`src/rtl/core/rtad_pkg.sv`:
```
// Shared widths, constants and the digit-to-ASCII map for the radix digit converter.
package rtad_pkg;

  // Field widths
  localparam int NUMBER_W = 31;
  localparam int RADIX_W  = 6;
  localparam int CHAR_W   = 8;
  localparam int COUNT_W  = 5;

  // Default digit limit per conversion
  localparam int MAX_DIGITS_DEF = 31;

  // Divider: quotient bits resolved per cycle
  localparam int DIV_STEPS = 4;

  // Legal radix range
  localparam logic [RADIX_W-1:0] RADIX_MIN = RADIX_W'(2);
  localparam logic [RADIX_W-1:0] RADIX_MAX = RADIX_W'(36);

  // ASCII anchors
  localparam logic [CHAR_W-1:0] CHAR_ZERO = 8'h30;  // '0'
  localparam logic [CHAR_W-1:0] CHAR_A    = 8'h61;  // 'a'
  localparam logic [CHAR_W-1:0] TEN       = 8'd10;

  // Remainder value to its ASCII digit: 0-9 then a-z
  function automatic logic [CHAR_W-1:0] digit_ascii(input logic [RADIX_W-1:0] v);
    logic [CHAR_W-1:0] wide;
    wide = {{(CHAR_W-RADIX_W){1'b0}}, v};
    if (wide < TEN) begin
      return CHAR_ZERO + wide;
    end
    return CHAR_A + wide - TEN;
  endfunction

endpackage

```
`src/rtl/core/radix_to_ascii_digits_core.sv`:
```
// Top level of the radix digit converter: sequencer, digit store and output register.
//
//   channel | direction | handshake          | payload
//   --------+-----------+--------------------+----------------------------------------
//   in      | input     | in_valid/in_stall  | number[30:0], radix[5:0]
//   out     | output    | out_valid/out_stall| digit_char[7:0], digit_count[4:0],
//           |           |                    | last, bad_radix
//
// Each digit costs one divider pass: a start strobe, the iterations of the shared divider
// (4 quotient bits per cycle over a 32-bit word) and a done strobe. Digits then leave
// one per cycle while out_stall is low, most significant first; the longest conversion
// is radix 2 with 31 digits. A zero input or a bad radix skips the divider. in_stall
// is high from the transfer until the last result's transfer.
// Synchronous reset clears the sequencer, the divider and out_valid; no clearing pass.
module radix_to_ascii_digits_core
  import rtad_pkg::*;
#(
  parameter int MAX_DIGITS = MAX_DIGITS_DEF
) (
  input  logic                clk,
  input  logic                rst,
  input  logic                in_valid,
  output logic                in_stall,
  input  logic [NUMBER_W-1:0] number,
  input  logic [RADIX_W-1:0]  radix,
  output logic                out_valid,
  input  logic                out_stall,
  output logic [CHAR_W-1:0]   digit_char,
  output logic [COUNT_W-1:0]  digit_count,
  output logic                last,
  output logic                bad_radix
);

  // A 31-bit value never needs more than 31 digits
  localparam int DEPTH = (MAX_DIGITS < NUMBER_W) ? MAX_DIGITS : NUMBER_W;
  localparam int IDX_W = (DEPTH > 1) ? $clog2(DEPTH) : 1;

  typedef enum logic [1:0] {
    ST_IDLE,
    ST_DIV,
    ST_SHOW
  } state_t;

  state_t              state;
  logic [NUMBER_W-1:0] value;
  logic [RADIX_W-1:0]  rdx;
  logic [COUNT_W-1:0]  n;
  logic [IDX_W-1:0]    rd;
  logic                div_start;
  logic                div_done;
  logic [NUMBER_W-1:0] div_quo;
  logic [RADIX_W-1:0]  div_rem;
  logic [COUNT_W-1:0]  n_next;

  // Digit store, least significant digit at index 0
  logic [RADIX_W-1:0]  digits [DEPTH];
  logic                wr_en;
  logic [IDX_W-1:0]    wr_idx;
  logic [RADIX_W-1:0]  wr_data;

  rtad_div u_div (
    .clk       (clk),
    .rst       (rst),
    .start     (div_start),
    .dividend  (value),
    .divisor   (rdx),
    .done      (div_done),
    .quotient  (div_quo),
    .remainder (div_rem)
  );

  assign in_stall = (state != ST_IDLE);
  assign n_next   = n + 1'b1;

  // Store write: remainder after each pass, or a lone zero digit
  always_comb begin
    wr_en   = 1'b0;
    wr_idx  = n[IDX_W-1:0];
    wr_data = div_rem;
    if (state == ST_IDLE && in_valid && number == '0) begin
      wr_en   = 1'b1;
      wr_idx  = '0;
      wr_data = '0;
    end else if (state == ST_DIV && div_done) begin
      wr_en = 1'b1;
    end
  end

  always_ff @(posedge clk) begin
    if (wr_en) begin
      digits[wr_idx] <= wr_data;
    end
  end

  // Sequencer and output register
  always_ff @(posedge clk) begin
    if (rst) begin
      state     <= ST_IDLE;
      out_valid <= 1'b0;
      div_start <= 1'b0;
    end else begin
      div_start <= 1'b0;
      case (state)
        ST_IDLE: begin
          if (in_valid) begin
            value <= number;
            rdx   <= radix;
            n     <= '0;
            if (radix < RADIX_MIN || radix > RADIX_MAX) begin
              out_valid   <= 1'b1;
              digit_char  <= '0;
              digit_count <= '0;
              last        <= 1'b1;
              bad_radix   <= 1'b1;
              rd          <= '0;
              state       <= ST_SHOW;
            end else if (number == '0) begin
              out_valid   <= 1'b1;
              digit_char  <= CHAR_ZERO;
              digit_count <= COUNT_W'(1);
              last        <= 1'b1;
              bad_radix   <= 1'b0;
              rd          <= '0;
              state       <= ST_SHOW;
            end else begin
              div_start <= 1'b1;
              state     <= ST_DIV;
            end
          end
        end
        ST_DIV: begin
          if (div_done) begin
            n     <= n_next;
            value <= div_quo;
            if (div_quo == '0 || n_next == COUNT_W'(DEPTH)) begin
              // Top digit is the remainder just produced
              out_valid   <= 1'b1;
              digit_char  <= digit_ascii(div_rem);
              digit_count <= n_next;
              last        <= (n == '0);
              bad_radix   <= 1'b0;
              rd          <= n[IDX_W-1:0];
              state       <= ST_SHOW;
            end else begin
              div_start <= 1'b1;
            end
          end
        end
        ST_SHOW: begin
          if (!out_stall) begin
            if (last) begin
              out_valid <= 1'b0;
              state     <= ST_IDLE;
            end else begin
              digit_char <= digit_ascii(digits[rd - 1'b1]);
              last       <= (rd == IDX_W'(1));
              rd         <= rd - 1'b1;
            end
          end
        end
        default: begin
          out_valid <= 1'b0;
          state     <= ST_IDLE;
        end
      endcase
    end
  end

endmodule

```
`src/rtl/core/rtad_div.sv`:
```
// Iterative divider: 31-bit dividend by 6-bit divisor, several quotient bits per cycle.
module rtad_div
  import rtad_pkg::*;
(
  input  logic                clk,
  input  logic                rst,
  input  logic                start,
  input  logic [NUMBER_W-1:0] dividend,
  input  logic [RADIX_W-1:0]  divisor,
  output logic                done,
  output logic [NUMBER_W-1:0] quotient,
  output logic [RADIX_W-1:0]  remainder
);

  localparam int QW         = ((NUMBER_W + DIV_STEPS - 1) / DIV_STEPS) * DIV_STEPS;
  localparam int DIV_CYCLES = QW / DIV_STEPS;
  localparam int CNT_W      = (DIV_CYCLES > 1) ? $clog2(DIV_CYCLES) : 1;

  logic                busy;
  logic [CNT_W-1:0]    cnt;
  logic [QW-1:0]       quo;
  logic [RADIX_W-1:0]  rem;
  logic [RADIX_W-1:0]  dvs;
  logic [QW-1:0]       quo_next;
  logic [RADIX_W-1:0]  rem_next;

  // Restoring division, DIV_STEPS shift-compare-subtract steps per cycle
  always_comb begin
    logic [RADIX_W:0] t;
    quo_next = quo;
    rem_next = rem;
    for (int i = 0; i < DIV_STEPS; i++) begin
      t        = {rem_next, quo_next[QW-1]};
      quo_next = {quo_next[QW-2:0], 1'b0};
      if (t >= {1'b0, dvs}) begin
        t           = t - {1'b0, dvs};
        quo_next[0] = 1'b1;
      end
      rem_next = t[RADIX_W-1:0];
    end
  end

  // Sequencer
  always_ff @(posedge clk) begin
    if (rst) begin
      busy <= 1'b0;
      done <= 1'b0;
      cnt  <= '0;
    end else begin
      done <= 1'b0;
      if (start && !busy) begin
        busy <= 1'b1;
        cnt  <= '0;
        quo  <= QW'(dividend);
        rem  <= '0;
        dvs  <= divisor;
      end else if (busy) begin
        quo <= quo_next;
        rem <= rem_next;
        cnt <= cnt + 1'b1;
        if (cnt == CNT_W'(DIV_CYCLES - 1)) begin
          busy <= 1'b0;
          done <= 1'b1;
        end
      end
    end
  end

  assign quotient  = quo[NUMBER_W-1:0];
  assign remainder = rem;

endmodule
```
`config.mk`:
```
export PLATFORM = sky130hd
export DESIGN_NAME = radix_to_ascii_digits_core
export DESIGN_NICKNAME = d
export VERILOG_FILES = /design/src/rtl/core/rtad_pkg.sv /design/src/rtl/core/radix_to_ascii_digits_core.sv /design/src/rtl/core/rtad_div.sv
export SDC_FILE = /design/constraint.sdc
export NUM_CORES = 1
export LEC_CHECK = 0
export BUFFER_PORTS_ARGS = -buffer_cell sky130_fd_sc_hd__buf_2
export CORE_ASPECT_RATIO = 0.9
export CORE_UTILIZATION = 55
export CTS_CLUSTER_SIZE = 25
export DETAILED_ROUTE_END_ITERATION = 7
export PLACE_DENSITY = 0.76
export SYNTH_ARGS = -nofsm -noshare
export SYNTH_HDL_FRONTEND = slang
export SYNTH_SLANG_ARGS = --single-unit
```
`constraint.sdc`:
```
create_clock -name clk -period 9.65 [get_ports clk]
set_input_delay 1.4475 -clock clk [delete_from_list [all_inputs] [get_ports clk]]
set_output_delay 1.4475 -clock clk [all_outputs]
set_load 0.1 [all_outputs]
```
Yosys cells after proc, flatten, opt, wreduce, memory -nomap -nowiden

Memory sizes are Yosys's and may differ from the RTL's.
Index checks and enable logic that the tools add are counted.

Add/sub/neg operators: 13
$mul: 0
Div/mod/pow operators: 0
Magnitude comparators: 8
Eq/ne operators: 12
Shift operators: 0
Mux-type cells: 96
Bitwise logic cells: 2
Reductions and logical operators: 26

Operator list:

| cell                | number |
|---|---|
| $mux 31             | 3 |
| $mux 8              | 11 |
| $mux 5              | 15 |
| $logic_not 31->1    | 2 |
| $pmux 31 s2         | 1 |
| $mux 1              | 43 |
| $mux 6              | 6 |
| $mux 32             | 1 |
| $ge 7x6->1          | 4 |
| $pmux 8 s3          | 1 |
| $sub 6x6->6         | 4 |
| $pmux 5 s2          | 2 |
| $add 7x6->8 const A | 2 |
| $sub 8x4->8 const B | 2 |
| $pmux 5 s3          | 1 |
| $add 6x6->7 const A | 2 |
| $mux 2              | 7 |
| $lt 6x4->1 const B  | 2 |
| $reduce_and 6->1    | 2 |
| $ne 2x2->1 const B  | 4 |
| $reduce_and 8->1    | 1 |
| $reduce_and 7->1    | 1 |
| $gt 6x6->1 const B  | 1 |
| $lt 6x2->1 const B  | 1 |
| other kinds (27)    | 38 |

Flip-flop bits (word level): 115
Latch bits: 0
RAM bits: 186
Bits in read-only memories: 0
Bits of input ports: 41
Output and inout bits: 17
Word-level logic and storage cells: 176
Memories kept: 1

Memory list:

| name   | depth | width | rd ports | clocked after memory_dff | write ports | RTL line                         | text |
|---|---|---|---|---|---|---|---|
| digits | 31    | 6     | 1        | 0                        | 1           | radix_to_ascii_digits_core.sv:56 | `logic [RADIX_W-1:0] digits [DEPTH];` |

Logic depth before layout (Yosys ltp)

Gate-level depths: netlist (run 1).
An unclocked memory read counts as a cell.

Depth in word-level cells: 12
Depth in mapped cells: 33
Gate-level depth less buffers: 33

Modules after synthesis

From an unflattened synthesis (run 1), not the netlist that was laid out.

Cell total of the unflattened synthesis: 1,080
Area total of the unflattened synthesis: 14,751.6 um^2

Modules (own cells, without submodules):

| module                     | instances | cells an instance | area an instance (um^2) | sequential area each (um^2) |
|---|---|---|---|---|
| radix_to_ascii_digits_core | 1         | 682               | 11,078.1                | 7,527.2 |
| rtad_div                   | 1         | 398               | 3,673.5                 | 1,421.4 |

Least setup slack after synthesis (run 1)

No wires, ideal clock.

Path kind: in2reg
Start point: input in_valid
End point: register n[0] (enable)
Library setup time: 624 ps
Arrival: 7,242 ps
Required time: 9,026 ps
Setup slack: 1,784 ps
Stages on the path: 2
Path through: nor2_1 -> a2111oi_0

Cells in the longest elaborated chain, start to end: 2

Ends and longest elaborated chain:

| item                              | RTL line                          | text |
|---|---|---|
| from (decl)                       | radix_to_ascii_digits_core.sv:22  | `input logic in_valid,` |
| $ne 2x2->1 (no source line)       | n/a                               |  |
| $reduce_and 4->1 (no source line) | n/a                               |  |
| to (signal assigned)              | radix_to_ascii_digits_core.sv:133 | `n <= n_next;` |
| to (decl)                         | radix_to_ascii_digits_core.sv:47  | `logic [COUNT_W-1:0] n;` |

No other way between the ends.
A chain may end at the register's enable or synchronous reset.

Final worst setup path (run 1)

Start point: register u_div.rem[3], in the netlist u_div.remainder[3]
End point: register u_div.rem[3], in the netlist u_div.remainder[3], data pin

Cells in the longest elaborated chain, start to end: 9

Ends and longest elaborated chain:

| item                                             | RTL line                       | text |
|---|---|---|
| from (decl)                                      | rtad_div.sv:22                 | `logic [RADIX_W-1:0] rem;` |
| from (signal assigned)                           | rtad_div.sv:59                 | `rem <= rem_next;` |
| $sub 6x6->6 / $ge 7x6->1 (equally long branches) | rtad_div.sv:36, rtad_div.sv:35 |  |
| $mux 6 *                                         | rtad_div.sv:35                 | `if (t >= {1'b0, dvs}) begin` |
| $sub 6x6->6 / $ge 7x6->1 (equally long branches) | rtad_div.sv:36, rtad_div.sv:35 |  |
| $mux 6 *                                         | rtad_div.sv:35                 |  |
| $ge 7x6->1 / $sub 6x6->6 (equally long branches) | rtad_div.sv:35, rtad_div.sv:36 |  |
| $mux 6 *                                         | rtad_div.sv:35                 |  |
| $sub 6x6->6 / $ge 7x6->1 (equally long branches) | rtad_div.sv:36, rtad_div.sv:35 |  |
| $mux 6 *                                         | rtad_div.sv:35                 |  |
| $mux 6 *                                         | rtad_div.sv:57                 | `end else if (busy) begin` |

Mark *: on every way between the ends. The rest lies on a longest branch, timed or not. The select of a mux whose other input is x is not followed.

==> run_results.csv, run 1 <==
group,metric,value,unit
critical_path,crit_path_max_fanout,10,
clock_network,cts_tree,"yes",
timing,holdWs,422,ps
pwr,pwr_density_cell,366,mW/mm2
grt,grtUsageMet2,39.2,%
pwr,irDropWorstVdd,0.000204,V
critical_path,r2r_slack,820,ps
die,chipWidth,172,um
synth,synth_edf_count,292,
timing,fin_skew,27.4,ps
clock_network,clk_pin_slew,60,ps
layout,fin_nets,1179,
critical_path,cpPeakStageDelay,530,ps
timing,max_freq,113,MHz
drt,drt-initial-drc-count,937,
grt,gr-total-overflow,0,
critical_path,r2r-end,"u_div.remainder[3]",
synth,syn_inst,1035,
clock_network,cts-root-buf,"clkbuf_16",
die,rows,55,
timing,rsz0062_at_grt,"no",
grt,grt_usage,24.4,%
synth,yosysWarningCount,0,
drt,num_vias,8668,
clock_network,clock-sinks,301,
synth,yosysMostFrequentCell,"edfxtp_1",
critical_path,startpoint_type,"flop",
timing,slew_viol_final,0,
drt,routed_wl,31500,um
layout,syn_to_final_growth,11.7,%
die,core_area,0.0253,mm2
timing,fin_setup_tns,0,ps
synth,synth_top_area_cell,"edfxtp_1",
grt,grt_util_met1,33.6,%
clock_network,post_cts_buffers,0,
drt,drc,0,
synth,netlist_top_cells_area,"edfxtp_1 (61%), mux4_2 (6.8%), ha_1 (3.8%)",
placed_design,place_area,0.0150,mm2
synth,seq_area_frac_synth,62.5,%
timing,slew_headroom,13.8,%
synth,synth_seq_cells,301,
layout,final_area,0.0160,mm2
clock_network,htree_levels,1,
synth,synth_top_area_share,61.3,%
synth,syn_area_per_cell,13.8,um2
critical_path,crit_type,"flop to flop",
run,maxCapViolations,0,
timing,period_share,91.5,%
critical_path,endpoint,"u_div.remainder[3]",
critical_path,critPathRequiredTime,9990,ps
drt,ant_nets,0,
placed_design,io_buffers,57,
drt,wl_per_cell,21.6,um
critical_path,arrival,9170,ps
die,fp.dieH,155,um
synth,ys_types,78,
die,dieArea,0.0267,mm2
die,start_util,56.5,%
synth,synthFlopType,"edfxtp_1",
clock_network,cts_buffer_depth,3,
timing,worstMarginPinSlew,1290,ps
critical_path,reg2reg_depth,30,
outcome,status,"complete, no violations",
layout,final_util,63.1,%
grt,grt_first_pass_wirelength,48800,um
timing,layout_min_cycle_time,8830,ps
synth,synth_commonest_cells,"edfxtp_1 (292), nand2_1 (131), nor2_1 (83)",
drt,firstDrtPassIters,7,
layout,drive_above_1_share,21.3,%
clock_network,cts_made_buffers,30,
critical_path,slowest_stage,"edfxtp_1",
grt,grt_pass1_vias,8657,
critical_path,rr_startpoint,"u_div.remainder[3]",
drt,via_per_inst,5.96,
clock_network,cts_resized,0,
timing,setup_violations,0,
worst_hold_path,min_path_type,"flop to flop",
grt,antenna_found_initial,0,
layout,n_antenna_cell,0,
clock_network,insertion_delay,560,ps
timing,hold_viol,0,
critical_path,crit_start,"u_div.remainder[3]",
die,ios,58,
synth,async_reset_ff_share,0,%
grt,grt.busiest_layer,"met2",
critical_path,critPathCaptureType,"flop",
clock_network,holdBufCountCts,0,
grt,grt_max_degree,52,
grt,use_met3,4.78,%
synth,syn_area,0.0143,mm2
placed_design,gp_congestion,0.911,
synth,synth_nets,1123,
placed_design,hpwlAfterDp,21600,um
pwr,leakagePower,5.62,nW
critical_path,path_common_cell,"ha_1",
## final cells by class
type / count / area (um2)
flip-flops and latches: 301 / 8950
clock inverters: 15 / 131
clock buffers: 39 / 900
multi-input cells: 648 / 5040
well taps: 342 / 428
inverters: 39 / 146
repair buffers: 71 / 390
fillers: 1894 / 9340
## flip-flops by register name, indices dropped and copies added (netlist names), 2 cells and up
signal,cells
digit_char,8
digit_count,5
digits,186
n,5
rd,5
rdx,6
state,2
u_div.cnt,3
u_div.dvs,6
u_div.quo,32
u_div.remainder,6
value,31
## through the flow
stage | setup WS (ps) | std cells | total power [mW]
2_1_floorplan | 1780 | 1035 | 4.02
3_3_place_gp | 1220 | 1401 | 4.62
3_5_place_dp | 975 | 1401 | 4.64
4_1_cts | 927 | 1455 | 5.84
5_1_grt | 309 | 1455 | 6.18
6_report | 820 | 1455 | 5.86
## where the power goes
part	total, mW	internal (mW)	switching, mW
logic	2.79	1.11	1.68
registers	1.87	1.76	0.104
clock network	1.20	0.709	0.489
## cells in the final DEF, fill, tap and decap left out, types with 8 or more instances in the layout
| cell | instances |
|---|---|
| a21oi_1 | 33 |
| nor4_1 | 15 |
| inv_1 | 39 |
| buf_2 | 57 |
| mux2_2 | 43 |
| o21a_1 | 9 |
| nand4_1 | 12 |
| edfxtp_1 | 292 |
| dfxtp_1 | 9 |
| clkbuf_16 | 34 |
| nand2_1 | 131 |
| mux4_2 | 43 |
| ha_1 | 41 |
| nand3_1 | 22 |
| xnor2_1 | 14 |
| nor2_1 | 78 |
| nor2b_1 | 11 |
| buf_4 | 14 |
| o21ai_0 | 19 |
| o22ai_1 | 8 |
| mux2i_1 | 16 |
| xor2_1 | 9 |
| nor3_1 | 18 |
## worst min-delay path by stage
stage               slack (ps)           end  cells after the start    from
floorplan                  400  u_div.dvs[0]                      0  rdx[0]
global placement           400  u_div.dvs[3]                      0  rdx[3]
detailed placement         410  u_div.dvs[2]                      0  rdx[2]
CTS                        420  u_div.dvs[2]                      0  rdx[2]
global route               430  u_div.dvs[3]                      0  rdx[3]
finish                     420  u_div.dvs[5]                      0  rdx[5]
## per-layer routing
metal	vias to the layer above	share of wire [%]
li1	4049	-
met1	4224	43
met2	326	48
met3	69	6.7
met4	0	2.9
met5	-	0
## cells by family (layout without fill, tap and decap cells)
group	after synthesis	count (layout)	share of synthesized area, %
multiplexers	103	103	11.4
buffers and inverters	86	164	2.52
adder cells (fa/ha/maj)	47	47	4.32
AND/OR/NAND/NOR	337	337	10.9
AO/OA/AOI/OAI	138	138	6.98
flip-flops	301	301	62.5
XOR/XNOR	23	23	1.41
## worst max-delay path, delay by kind of cell, from the launching register on
| family | cells | cell delay, ps |
|---|---|---|
| flip-flops | 1 | 530 |
| AO/OA/AOI/OAI | 17 | 4700 |
| adder cells (fa/ha/maj) | 4 | 1320 |
| multiplexers | 3 | 1250 |
| buffers and inverters | 1 | 60 |
| AND/OR/NAND/NOR | 5 | 750 |
Power figures use the tool's default switching activity.
==> inputs of run 2 (changes only) <==
Settings changed: RECOVER_POWER set to 25.
==> run 2 against run 1 <==
  * The flow now finishes with violations (capacitance limit, slew limit)
  * Clock power hardly changed
  * Non-clock buffer count unchanged
  * Sequential power about the same
  * First-iteration DRC count is 3.4% lower
  * Register-to-register slack worse by 20 ps
  * Via count is essentially flat
  * Die area is the same
  * Largest cell class unchanged
==> run_results.csv, run 2 (same netlist as run 1, synthesis figures left out) <==
group,metric,value,unit
drt,wl_per_cell,21.6,um
timing,worstMarginPinSlew,2820,ps
drt,drc,0,
clock_network,clk_pin_slew,60,ps
clock_network,post_cts_buffers,0,
layout,drive_above_1_share,20.2,%
outcome,status,"complete, but fails checks",
placed_design,hpwlAfterDp,21600,um
critical_path,arrival,9200,ps
clock_network,insertion_delay,560,ps
layout,final_area,0.0160,mm2
placed_design,place_area,0.0150,mm2
timing,slew_viol_final,173,
drt,via_per_inst,5.96,
drt,num_vias,8666,
clock_network,cts_buffer_depth,3,
clock_network,htree_levels,1,
grt,antenna_found_initial,0,
layout,fin_nets,1179,
layout,nFillCells,1902,
worst_hold_path,min_path_type,"flop to flop",
critical_path,cpPeakStageDelay,530,ps
layout,largest_reg_flops,186,
critical_path,reg2reg_depth,30,
pwr,switching_share,38.6,%
grt,grt_first_pass_wirelength,48800,um
run,maxCapViolations,4,
die,chipWidth,172,um
layout,reg_top3,"digits: 186 flops, u_div.quo: 32 flops, value: 31 flops",
placed_design,gp_congestion,0.911,
drt,ant_nets,0,
clock_network,holdBufCountCts,0,
critical_path,crit_path_max_fanout,10,
drt,drt-initial-drc-count,905,
timing,slew_headroom,-88.3,%
die,start_util,56.5,%
layout,n_antenna_cell,0,
worst_hold_path,holdPathStages,0,
pwr,power.switching,2.26,mW
timing,rsz0062_at_grt,"no",
worst_hold_path,holdCritStartpoint,"rdx[5]",
pwr,pwr_density_cell,367,mW/mm2
timing,hold_viol,0,
clock_network,clock-sinks,301,
critical_path,path_common_cell,"ha_1",
die,dieArea,0.0267,mm2
timing,holdWs,422,ps
layout,final_cell_mix,"edfxtp_1 (292), nand2_1 (131), nor2_1 (78)",
die,fp.dieH,155,um
critical_path,startpoint_type,"flop",
critical_path,r2r-end,"u_div.remainder[2]",
die,ios,58,
timing,setup_violations,0,
pwr,leakagePower,5.59,nW
drt,firstDrtPassIters,5,
clock_network,cts_resized,0,
pwr,p_seq_share,32.0,%
layout,largest-register,"digits",
timing,layout_min_cycle_time,8850,ps
timing,max_freq,113,MHz
grt,grt_usage,24.4,%
die,rows,55,
placed_design,io_buffers,57,
clock_network,cts_tree,"yes",
grt,grt_max_degree,52,
worst_hold_path,hold-path-endpoint,"u_div.dvs[5]",
timing,period_share,91.7,%
clock_network,cts_made_buffers,30,
critical_path,rr_startpoint,"u_div.remainder[3]",
critical_path,critPathRequiredTime,10000,ps
pwr,pwr-share-comb,47.5,%
grt,grt_pass1_vias,8657,
critical_path,crit_type,"flop to flop",
die,core_area,0.0253,mm2
critical_path,crit_start,"u_div.remainder[3]",
pwr,p_int,3.59,mW
critical_path,critPathCaptureType,"flop",
layout,syn_to_final_growth,11.5,%
drt,routed_wl,31400,um
grt,gr-total-overflow,0,
pwr,power_frac_clock,20.5,%
critical_path,r2r_slack,800,ps
timing,fin_skew,22.7,ps
clock_network,cts-root-buf,"clkbuf_16",
pwr,irDropWorstVdd,0.000205,V
layout,layout_commonest_cell,"edfxtp_1",
outcome,violations,"capacitance limit, slew limit",
timing,fin_setup_tns,0,ps
critical_path,slowest_stage,"edfxtp_1",
[run 2: changes by cell type in the layout (fill, tap and decap cells not counted), sizes merged]
cell	previous run	this run
clkbuf	39	49
buf	71	61
[run 2: critical path, delay by kind of cell (launching register included)]
family,cells,cell delay [ps]
flops,1,530
simple gates,5,720
mux,3,1250
compound gates,17,4730
buf+inv,1,70
fa+ha+maj,4,1320
[run 2: stage by stage]
step                setup WS (ps)  power, mW  util (%)  instances
finish                        798       5.85      63.0       1455
global route                  239       6.18      63.0       1455
CTS                           927       5.84      63.1       1455
detailed placement            975       4.64      59.1       1401
global placement             1220       4.62      59.1       1401
floorplan                    1780       4.02         -       1035
[run 2: worst max path at each step]
stage,slack [ps],to,cells after the start
floorplan,1780,n[0],2
global placement,1220,u_div.remainder[3],30
detailed placement,970,u_div.remainder[2],30
CTS,930,u_div.remainder[2],30
global route,240,u_div.remainder[0],32
finish,800,u_div.remainder[2],30
[run 2: power groups by stage]
stage / Clock (mW) / Combinational, mW / Sequential (mW)
final: 1.20 / 2.78 / 1.87
after global routing: 1.26 / 3.04 / 1.89
after CTS: 1.21 / 2.76 / 1.87
after detailed placement: 0 / 2.75 / 1.89
after global placement: 0 / 2.73 / 1.89
after floorplan: 0 / 2.07 / 1.96
[run 2: layer usage]
metal | GRT usage (%) | part of all wire, % | vias to the layer above
li1 | - | - | 4047
met3 | 4.78 | 6.8 | 65
met4 | 7.63 | 2.8 | 0
met2 | 39.2 | 48 | 320
met5 | 0 | 0 | -
met1 | 33.6 | 43 | 4234
[run 2: cell type report]
class	instances	area (um2)	area share, %
tap	342	428	2.68
clock inverter	15	131	0.823
sequential	301	8950	56.1
clock buffer	39	900	5.64
multi-input combinational	648	5030	31.5
inverter	39	146	0.918
timing repair buffer	71	368	2.31
